### config.mk
export PLATFORM = sky130hd
export DESIGN_NAME = kway_run_merger
export DESIGN_NICKNAME = d
export VERILOG_FILES = /design/src/hdl/kwm_pkg.sv /design/src/hdl/kwm_cell.sv /design/src/hdl/kway_run_merger.sv
export VERILOG_INCLUDE_DIRS = /design/src /design/src/hdl
export SDC_FILE = /design/constraint.sdc
export NUM_CORES = 1
export LEC_CHECK = 0
export ABC_CLOCK_PERIOD_IN_PS = 5800
export BUFFER_PORTS_ARGS = -buffer_cell sky130_fd_sc_hd__clkbuf_2
export CORE_MARGIN = 2
export CORE_UTILIZATION = 35
export DETAILED_ROUTE_END_ITERATION = 8
export RECOVER_POWER = 50
export SYNTH_ARGS = -nofsm -noshare
export SYNTH_HDL_FRONTEND = slang
export SYNTH_HIERARCHICAL = 1
export SYNTH_SLANG_ARGS = --single-unit
### constraint.sdc
create_clock -name clk -period 5.8 [get_ports clk]
set_input_delay 0.29 -clock clk [delete_from_list [all_inputs] [get_ports clk]]
set_output_delay 0.29 -clock clk [all_outputs]
set_load 0.02 [all_outputs]
### src/hdl/kway_run_merger_assert.svh
// Assertion macros for the k-way run merger.
`ifndef KWAY_RUN_MERGER_ASSERT_SVH
`define KWAY_RUN_MERGER_ASSERT_SVH
`ifndef SYNTHESIS
// same-cycle implication, checked on every rising edge out of reset
`define KWM_ASSERT_IMP(lbl, ante, cons, msg) \
	lbl: assert property (@(posedge clk) disable iff (!arst_n) (ante) |-> (cons)) \
		else $error(msg);
// next-cycle implication
`define KWM_ASSERT_NXT(lbl, ante, cons, msg) \
	lbl: assert property (@(posedge clk) disable iff (!arst_n) (ante) |=> (cons)) \
		else $error(msg);
`else
`define KWM_ASSERT_IMP(lbl, ante, cons, msg)
`define KWM_ASSERT_NXT(lbl, ante, cons, msg)
`endif
`endif

### src/hdl/kwm_pkg.sv
// Shared constants and types for the k-way run merger.
`timescale 1ns / 1ps
package kwm_pkg;
	localparam int WAYS        = 8;
	localparam int IDX_W       = (WAYS > 1) ? $clog2(WAYS) : 1;
	localparam int MAX_RESULTS = 8;
	localparam int CNT_W       = $clog2(MAX_RESULTS);
	localparam int KEY_W       = 32;
	localparam int ID_W        = 32;
	localparam int WAY_FW      = 3;
	localparam int IN_DATA_W   = 72;
	localparam int OUT_DATA_W  = 72;
	localparam int IN_PAD_W    = IN_DATA_W - (WAY_FW + KEY_W + ID_W);
	localparam int OUT_PAD_W   = OUT_DATA_W - (KEY_W + ID_W + WAY_FW);

	localparam logic ACT_RECORD = 1'b0;
	localparam logic ACT_EMPTY  = 1'b1;

	typedef enum logic [1:0] {
		ST_IDLE,
		ST_CHECK,
		ST_SEARCH,
		ST_LOAD
	} state_t;

	// candidate travelling down the cell chain
	typedef struct packed {
		logic                    tok;
		logic                    found;
		logic                    fin;
		logic signed [KEY_W-1:0] key;
		logic [ID_W-1:0]         id;
		logic [IDX_W-1:0]        way;
	} cand_t;

	// broadcast command to every cell
	typedef struct packed {
		logic                    wr;
		logic                    empty;
		logic [IDX_W-1:0]        wr_way;
		logic signed [KEY_W-1:0] key;
		logic [ID_W-1:0]         id;
		logic                    fin;
		logic                    pop;
		logic [IDX_W-1:0]        pop_way;
		logic                    pop_fin;
		logic                    clr_done;
	} cmd_t;

	typedef struct packed {
		logic valid;
		logic done;
	} stat_t;
endpackage

### src/hdl/kwm_cell.sv
// One merge cell: head record of one way plus one stage of the min chain.
`timescale 1ns / 1ps
module kwm_cell (
	input  logic                    clk,
	input  logic                    arst_n,
	input  logic [kwm_pkg::IDX_W-1:0] idx,
	input  kwm_pkg::cmd_t           cmd,
	input  kwm_pkg::cand_t          chain_in,
	output kwm_pkg::cand_t          chain_out,
	output kwm_pkg::stat_t          stat
);
	import kwm_pkg::*;

	logic                    valid_q;
	logic                    done_q;
	logic                    fin_q;
	logic signed [KEY_W-1:0] key_q;
	logic [ID_W-1:0]         id_q;
	logic                    hit_wr;
	logic                    hit_pop;
	logic                    take_own;
	cand_t                   chain_s1;

	assign hit_wr  = cmd.wr && (cmd.wr_way == idx) && !valid_q && !done_q;
	assign hit_pop = cmd.pop && (cmd.pop_way == idx);

	always_ff @(posedge clk or negedge arst_n) begin
		if (!arst_n) begin
			valid_q <= 1'b0;
			done_q  <= 1'b0;
			fin_q   <= 1'b0;
		end else begin
			if (hit_wr && cmd.empty == ACT_RECORD) begin
				valid_q <= 1'b1;
				fin_q   <= cmd.fin;
			end
			if (hit_pop)
				valid_q <= 1'b0;
			if (cmd.clr_done)
				done_q <= 1'b0;
			else if ((hit_wr && cmd.empty == ACT_EMPTY) || (hit_pop && cmd.pop_fin))
				done_q <= 1'b1;
		end
	end

	always_ff @(posedge clk) begin
		if (hit_wr && cmd.empty == ACT_RECORD) begin
			key_q <= cmd.key;
			id_q  <= cmd.id;
		end
	end

	// strict less keeps the lower way on a tie
	assign take_own = valid_q && (!chain_in.found || (key_q < chain_in.key));

	always_ff @(posedge clk or negedge arst_n) begin
		if (!arst_n) begin
			chain_s1 <= '0;
		end else begin
			chain_s1.tok <= chain_in.tok;
			if (take_own) begin
				chain_s1.found <= 1'b1;
				chain_s1.fin   <= fin_q;
				chain_s1.key   <= key_q;
				chain_s1.id    <= id_q;
				chain_s1.way   <= idx;
			end else begin
				chain_s1.found <= chain_in.found;
				chain_s1.fin   <= chain_in.fin;
				chain_s1.key   <= chain_in.key;
				chain_s1.id    <= chain_in.id;
				chain_s1.way   <= chain_in.way;
			end
		end
	end

	assign chain_out  = chain_s1;
	assign stat.valid = valid_q;
	assign stat.done  = done_q;
endmodule

### src/hdl/kway_run_merger.sv
// Top level of the k-way run merger: control, cell chain and output register.
`timescale 1ns / 1ps
`include "kway_run_merger_assert.svh"
// Merges one ascending run per way into a single ascending run.
// Input stream (s_*): one item per record or per "way is empty" notice.
//   tuser = action (0 record, 1 empty), tlast = last record of the way.
// Output stream (m_*): one item per emitted record, smallest key first,
//   lowest way wins a tie. tuser[0] asks the source for its next record,
//   tuser[1] closes the merged run, tlast marks the final item that the
//   current input caused (at most MAX_RESULTS per input).
// Each way's head sits in a cell; the cells form a chain and a search token
// walks through them, one cell per cycle, keeping the best head so far.
// One input is worked on at a time; the next is taken once the last result
// of the previous one sits in the output register, even if not yet taken.
// A stalled receiver holds the output register and the block waits in the
// load state. Reset clears head valid and done flags; no clearing pass.
module kway_run_merger (
	input  logic                            clk,
	input  logic                            arst_n,
	input  logic                            s_tvalid,
	output logic                            s_tready,
	// [2:0] way, [34:3] key, [66:35] record_id, [71:67] zero
	input  logic [kwm_pkg::IN_DATA_W-1:0]   s_tdata,
	// [0] action
	input  logic                            s_tuser,
	input  logic                            s_tlast,
	output logic                            m_tvalid,
	input  logic                            m_tready,
	// [31:0] out_key, [63:32] out_id, [66:64] source_way, [71:67] zero
	output logic [kwm_pkg::OUT_DATA_W-1:0]  m_tdata,
	// [0] refill_request, [1] run_complete
	output logic [1:0]                      m_tuser,
	output logic                            m_tlast
);
	import kwm_pkg::*;

	state_t               state_q, state_d;
	cmd_t                 cmd;
	cand_t                chain [WAYS+1];
	stat_t                stat [WAYS];
	logic [WAYS-1:0]      valid_vec, done_vec, tok_vec, pop_dec;
	logic                 all_ready, any_valid, run_done, res_last;
	logic                 s_fire, way_ok, launch, load_fire, out_free;
	logic [WAY_FW-1:0]    in_way;
	logic [CNT_W-1:0]     cnt_q;
	cand_t                best_q;
	logic                 m_tvalid_q, m_tlast_q;
	logic [OUT_DATA_W-1:0] m_tdata_q;
	logic [1:0]           m_tuser_q;

	assign in_way = s_tdata[WAY_FW-1:0];
	assign way_ok = (32'(in_way) < 32'(WAYS));
	assign s_fire = s_tvalid && s_tready;

	// status of all cells
	genvar gi;
	generate
		for (gi = 0; gi < WAYS; gi++) begin : g_cell
			kwm_cell u_cell (
				.clk       (clk),
				.arst_n    (arst_n),
				.idx       (IDX_W'(gi)),
				.cmd       (cmd),
				.chain_in  (chain[gi]),
				.chain_out (chain[gi+1]),
				.stat      (stat[gi])
			);
			assign valid_vec[gi] = stat[gi].valid;
			assign done_vec[gi]  = stat[gi].done;
			assign tok_vec[gi]   = chain[gi+1].tok;
		end
	endgenerate

	assign all_ready = &(valid_vec | done_vec);
	assign any_valid = |valid_vec;

	// head of chain: fresh token, nothing found yet
	assign chain[0] = {launch, {($bits(cand_t) - 1){1'b0}}};

	assign pop_dec  = WAYS'(1) << best_q.way;
	assign run_done = best_q.fin && (&(done_vec | pop_dec));
	assign res_last = !best_q.fin || run_done || (cnt_q == CNT_W'(MAX_RESULTS - 1));
	assign out_free = !m_tvalid_q || m_tready;

	always_comb begin
		cmd          = '0;
		cmd.wr       = s_fire && way_ok;
		cmd.empty    = s_tuser;
		cmd.wr_way   = IDX_W'(in_way);
		cmd.key      = s_tdata[WAY_FW+KEY_W-1:WAY_FW];
		cmd.id       = s_tdata[WAY_FW+KEY_W+ID_W-1:WAY_FW+KEY_W];
		cmd.fin      = s_tlast;
		cmd.pop      = load_fire;
		cmd.pop_way  = best_q.way;
		cmd.pop_fin  = best_q.fin;
		// empty run, or the record just emitted closes the run
		cmd.clr_done = (state_q == ST_CHECK && all_ready && !any_valid)
			|| (load_fire && run_done);
	end

	always_ff @(posedge clk or negedge arst_n) begin
		if (!arst_n)
			state_q <= ST_IDLE;
		else
			state_q <= state_d;
	end

	always_comb begin
		state_d   = state_q;
		s_tready  = 1'b0;
		launch    = 1'b0;
		load_fire = 1'b0;
		case (state_q)
			ST_IDLE: begin
				s_tready = 1'b1;
				if (s_tvalid)
					state_d = ST_CHECK;
			end
			ST_CHECK: begin
				if (all_ready && any_valid) begin
					launch  = 1'b1;
					state_d = ST_SEARCH;
				end else begin
					state_d = ST_IDLE;
				end
			end
			ST_SEARCH: begin
				if (chain[WAYS].tok)
					state_d = ST_LOAD;
			end
			ST_LOAD: begin
				if (out_free) begin
					load_fire = 1'b1;
					state_d   = res_last ? ST_IDLE : ST_CHECK;
				end
			end
			default: state_d = ST_IDLE;
		endcase
	end

	// results emitted for the current input
	always_ff @(posedge clk or negedge arst_n) begin
		if (!arst_n)
			cnt_q <= '0;
		else if (s_fire)
			cnt_q <= '0;
		else if (load_fire)
			cnt_q <= cnt_q + 1'b1;
	end

	// winner captured at the chain tail
	always_ff @(posedge clk) begin
		if (state_q == ST_SEARCH && chain[WAYS].tok)
			best_q <= chain[WAYS];
	end

	always_ff @(posedge clk or negedge arst_n) begin
		if (!arst_n)
			m_tvalid_q <= 1'b0;
		else if (load_fire)
			m_tvalid_q <= 1'b1;
		else if (m_tready)
			m_tvalid_q <= 1'b0;
	end

	always_ff @(posedge clk) begin
		if (load_fire) begin
			m_tdata_q <= {{OUT_PAD_W{1'b0}}, WAY_FW'(best_q.way), best_q.id, best_q.key};
			m_tuser_q <= {run_done, !best_q.fin};
			m_tlast_q <= res_last;
		end
	end

	assign m_tvalid = m_tvalid_q;
	assign m_tdata  = m_tdata_q;
	assign m_tuser  = m_tuser_q;
	assign m_tlast  = m_tlast_q;

	`KWM_ASSERT_IMP(a_tok_single, 1'b1, $onehot0(tok_vec), "more than one search token in chain")
	`KWM_ASSERT_IMP(a_flag_last, m_tvalid && (m_tuser[0] || m_tuser[1]), m_tlast, "refill or run end without last")
	`KWM_ASSERT_NXT(a_pop_clears, load_fire, !valid_vec[best_q.way], "emitted head still valid")
endmodule

==> impl_metrics.env <==
export IMPL_crit_required_ns=6.42
export IMPL_cts_htree_levels=3
export IMPL_yosys_warnings=6
export IMPL_drive_gt1_share_pct=23.0
export IMPL_post_cts_resized=0
export IMPL_power_density_nw_per_um2=488
export IMPL_cts_buffers=121
export IMPL_root_buffer="clkbuf_16"
export IMPL_drv_slew=253
export IMPL_path_class="flip-flop to flip-flop"
export IMPL_grt_usage_pct=14.2
export IMPL_setup_viol=0
export IMPL_irDropWorstVdd_v=0.000309
export IMPL_grt_overflow=0
export IMPL_grt_pass1_wl_um=159000
export IMPL_crit_arrival_ns=4.37
export IMPL_status="finished with violations"
export IMPL_io_buffer_count=144
export IMPL_syn_area_um2=49800
export IMPL_start_util_pct=35.2
export IMPL_place_congestion=0.774
export IMPL_route_detailed_drc=0
export IMPL_violations="capacitance limit, slew limit"
export IMPL_power_w=0.0284
export IMPL_die_height_um=381
export IMPL_routed_wl_um=103000
export IMPL_regArea_um2=34300
export IMPL_fin_crit_sh_pct=64.6
export IMPL_final_hold_viol_count=0
export IMPL_pin_count=155
export IMPL_multi_input_area_um2=14800
export IMPL_post_route_min_period_ns=3.75
export IMPL_layout_commonest_cell="edfxtp_1"
export IMPL_fin_skew_ns=0.0486
export IMPL_nFillCells=12800
export IMPL_leakage_nw=23.1
export IMPL_core_um2=141000
export IMPL_end_kind="flip-flop"
export IMPL_die_x_um=381
export IMPL_drt_iter0_drc=1306
export IMPL_clock_latency_ns=0.74
export IMPL_vias_per_cell=4.59
export IMPL_tns_ns=0
export IMPL_clk_pin_slew_worst_paths_ns=0.07
export IMPL_vias=25300
export IMPL_start_kind="flip-flop"
export IMPL_utilization_pct=41.1
export IMPL_area_delta_synth_final_pct=16.7
export IMPL_cts_tree="yes"
export IMPL_fmax_mhz=267
export IMPL_tightest_slew_ns=3.24
export IMPL_wl_per_cell_um=18.7
export IMPL_grt_max_degree=150
export IMPL_drt_first_pass_iters=5
export IMPL_cts_path_max_buffers=3
export IMPL_reg2reg_setup_slack_ns=2.05
export IMPL_maxCapViolations=3
export IMPL_final_antenna_net_count=0
export IMPL_fp_row_count=138
export IMPL_worstPathMaxFanout=25
export IMPL_dieArea_um2=145000
export IMPL_slew_headroom_pct=-116
export IMPL_antenna_found_initial=10
export IMPL_synth_cells=3049
export IMPL_hold_path_class="input port to async pin"
export IMPL_rsz0062_at_grt="no"
export IMPL_grt_pass1_vias=26500
export IMPL_syn_avg_cell_area_um2=16.3
export IMPL_clock_sinks=1239
export IMPL_final_cell_mix="edfxtp_1, dfrtp_1, mux2_2, inv_1, ha_1"
export IMPL_hpwl_um=66500
export IMPL_nets=3846
-- registers in the layout, indices dropped and copies added, names as in the netlist, 8 cells and up, named ones only --
register	cells
best_q	68
g_cell.u_cell/chain_out	559
g_cell.u_cell/done_q	8
g_cell.u_cell/fin_q	8
g_cell.u_cell/id_q	256
g_cell.u_cell/key_q	256
g_cell.u_cell/valid_q	8
m_tdata	67
-- timing repair --
action,CTS,global route
endpoints found under the hold margin,571,0
hold buffers,64,0
buffers inserted,0,0
-- layer usage --
metal	vias to the layer above	wire length (um)	GRT usage, %
met5	-	80	0
met4	12	2390	4.71
met3	134	4690	2.56
met2	395	49000	23.3
met1	12900	46900	19.2
li1	11900	-	-
-- cell type report --
| type | instances | share of cell area (%) |
|---|---|---|
| sequential | 1239 | 58.9 |
| inverter | 274 | 1.77 |
| clock inverter | 71 | 1.46 |
| multi-input combinational | 1635 | 25.4 |
| clock buffer | 159 | 5.61 |
| timing repair buffer | 247 | 2.73 |
| tap | 1890 | 4.07 |
| antenna | 3 | 0.0129 |
-- critical path, stage by stage, from the launching register on --
cell      delay [ns]
edfxtp_1        0.39
ha_1            0.32
a21oi_1         0.17
a21oi_1         0.11
o21ai_0         0.58
a311oi_2        0.42
o311ai_4        0.92
buf_12          0.32
mux2_2          0.37
-- power by group --
group / total [W] / switching [W] / leakage [nW] / internal [W]
Clock: 0.00803 / 0.00338 / 1.99 / 0.00465
Combinational: 0.00812 / 0.00386 / 8.34 / 0.00426
Sequential: 0.0122 / 0.000848 / 12.7 / 0.0114
Total: 0.0284 / 0.00809 / 23.1 / 0.0203
-- through the flow --
step,hold WS (ns),setup slack (ns),std cells,cell area (um2)
after floorplan,-0.00559,0.844,3227,50500
after global placement,0.333,2.07,5221,53600
after CTS,0.00468,2.04,5515,58300
final,0.116,2.05,5518,58200
after detailed placement,0.336,2.04,5221,53600
after global routing,0.145,1.29,5518,58200
-- worst paths after layout --
| kind | from | to | cells past startpoint |
|---|---|---|---|
| setup / recovery | g_cell[6].u_cell/key_q[6] | g_cell[6].u_cell/chain_out[32] | 8 |
| hold / removal | arst_n | g_cell[4].u_cell/chain_out[11] | 2 |
| setup reg to reg | g_cell[6].u_cell/key_q[6] | g_cell[6].u_cell/chain_out[32] | 8 |
| hold reg to reg | g_cell[5].u_cell/chain_out[69] | g_cell[6].u_cell/chain_out[69] | 0 |
| max in group asynchronous | arst_n | g_cell[7].u_cell/chain_out[52] | 3 |
| min in group clk | s_tdata[2] | g_cell[0].u_cell/done_q | 4 |
Power figures use the tool's default switching activity.
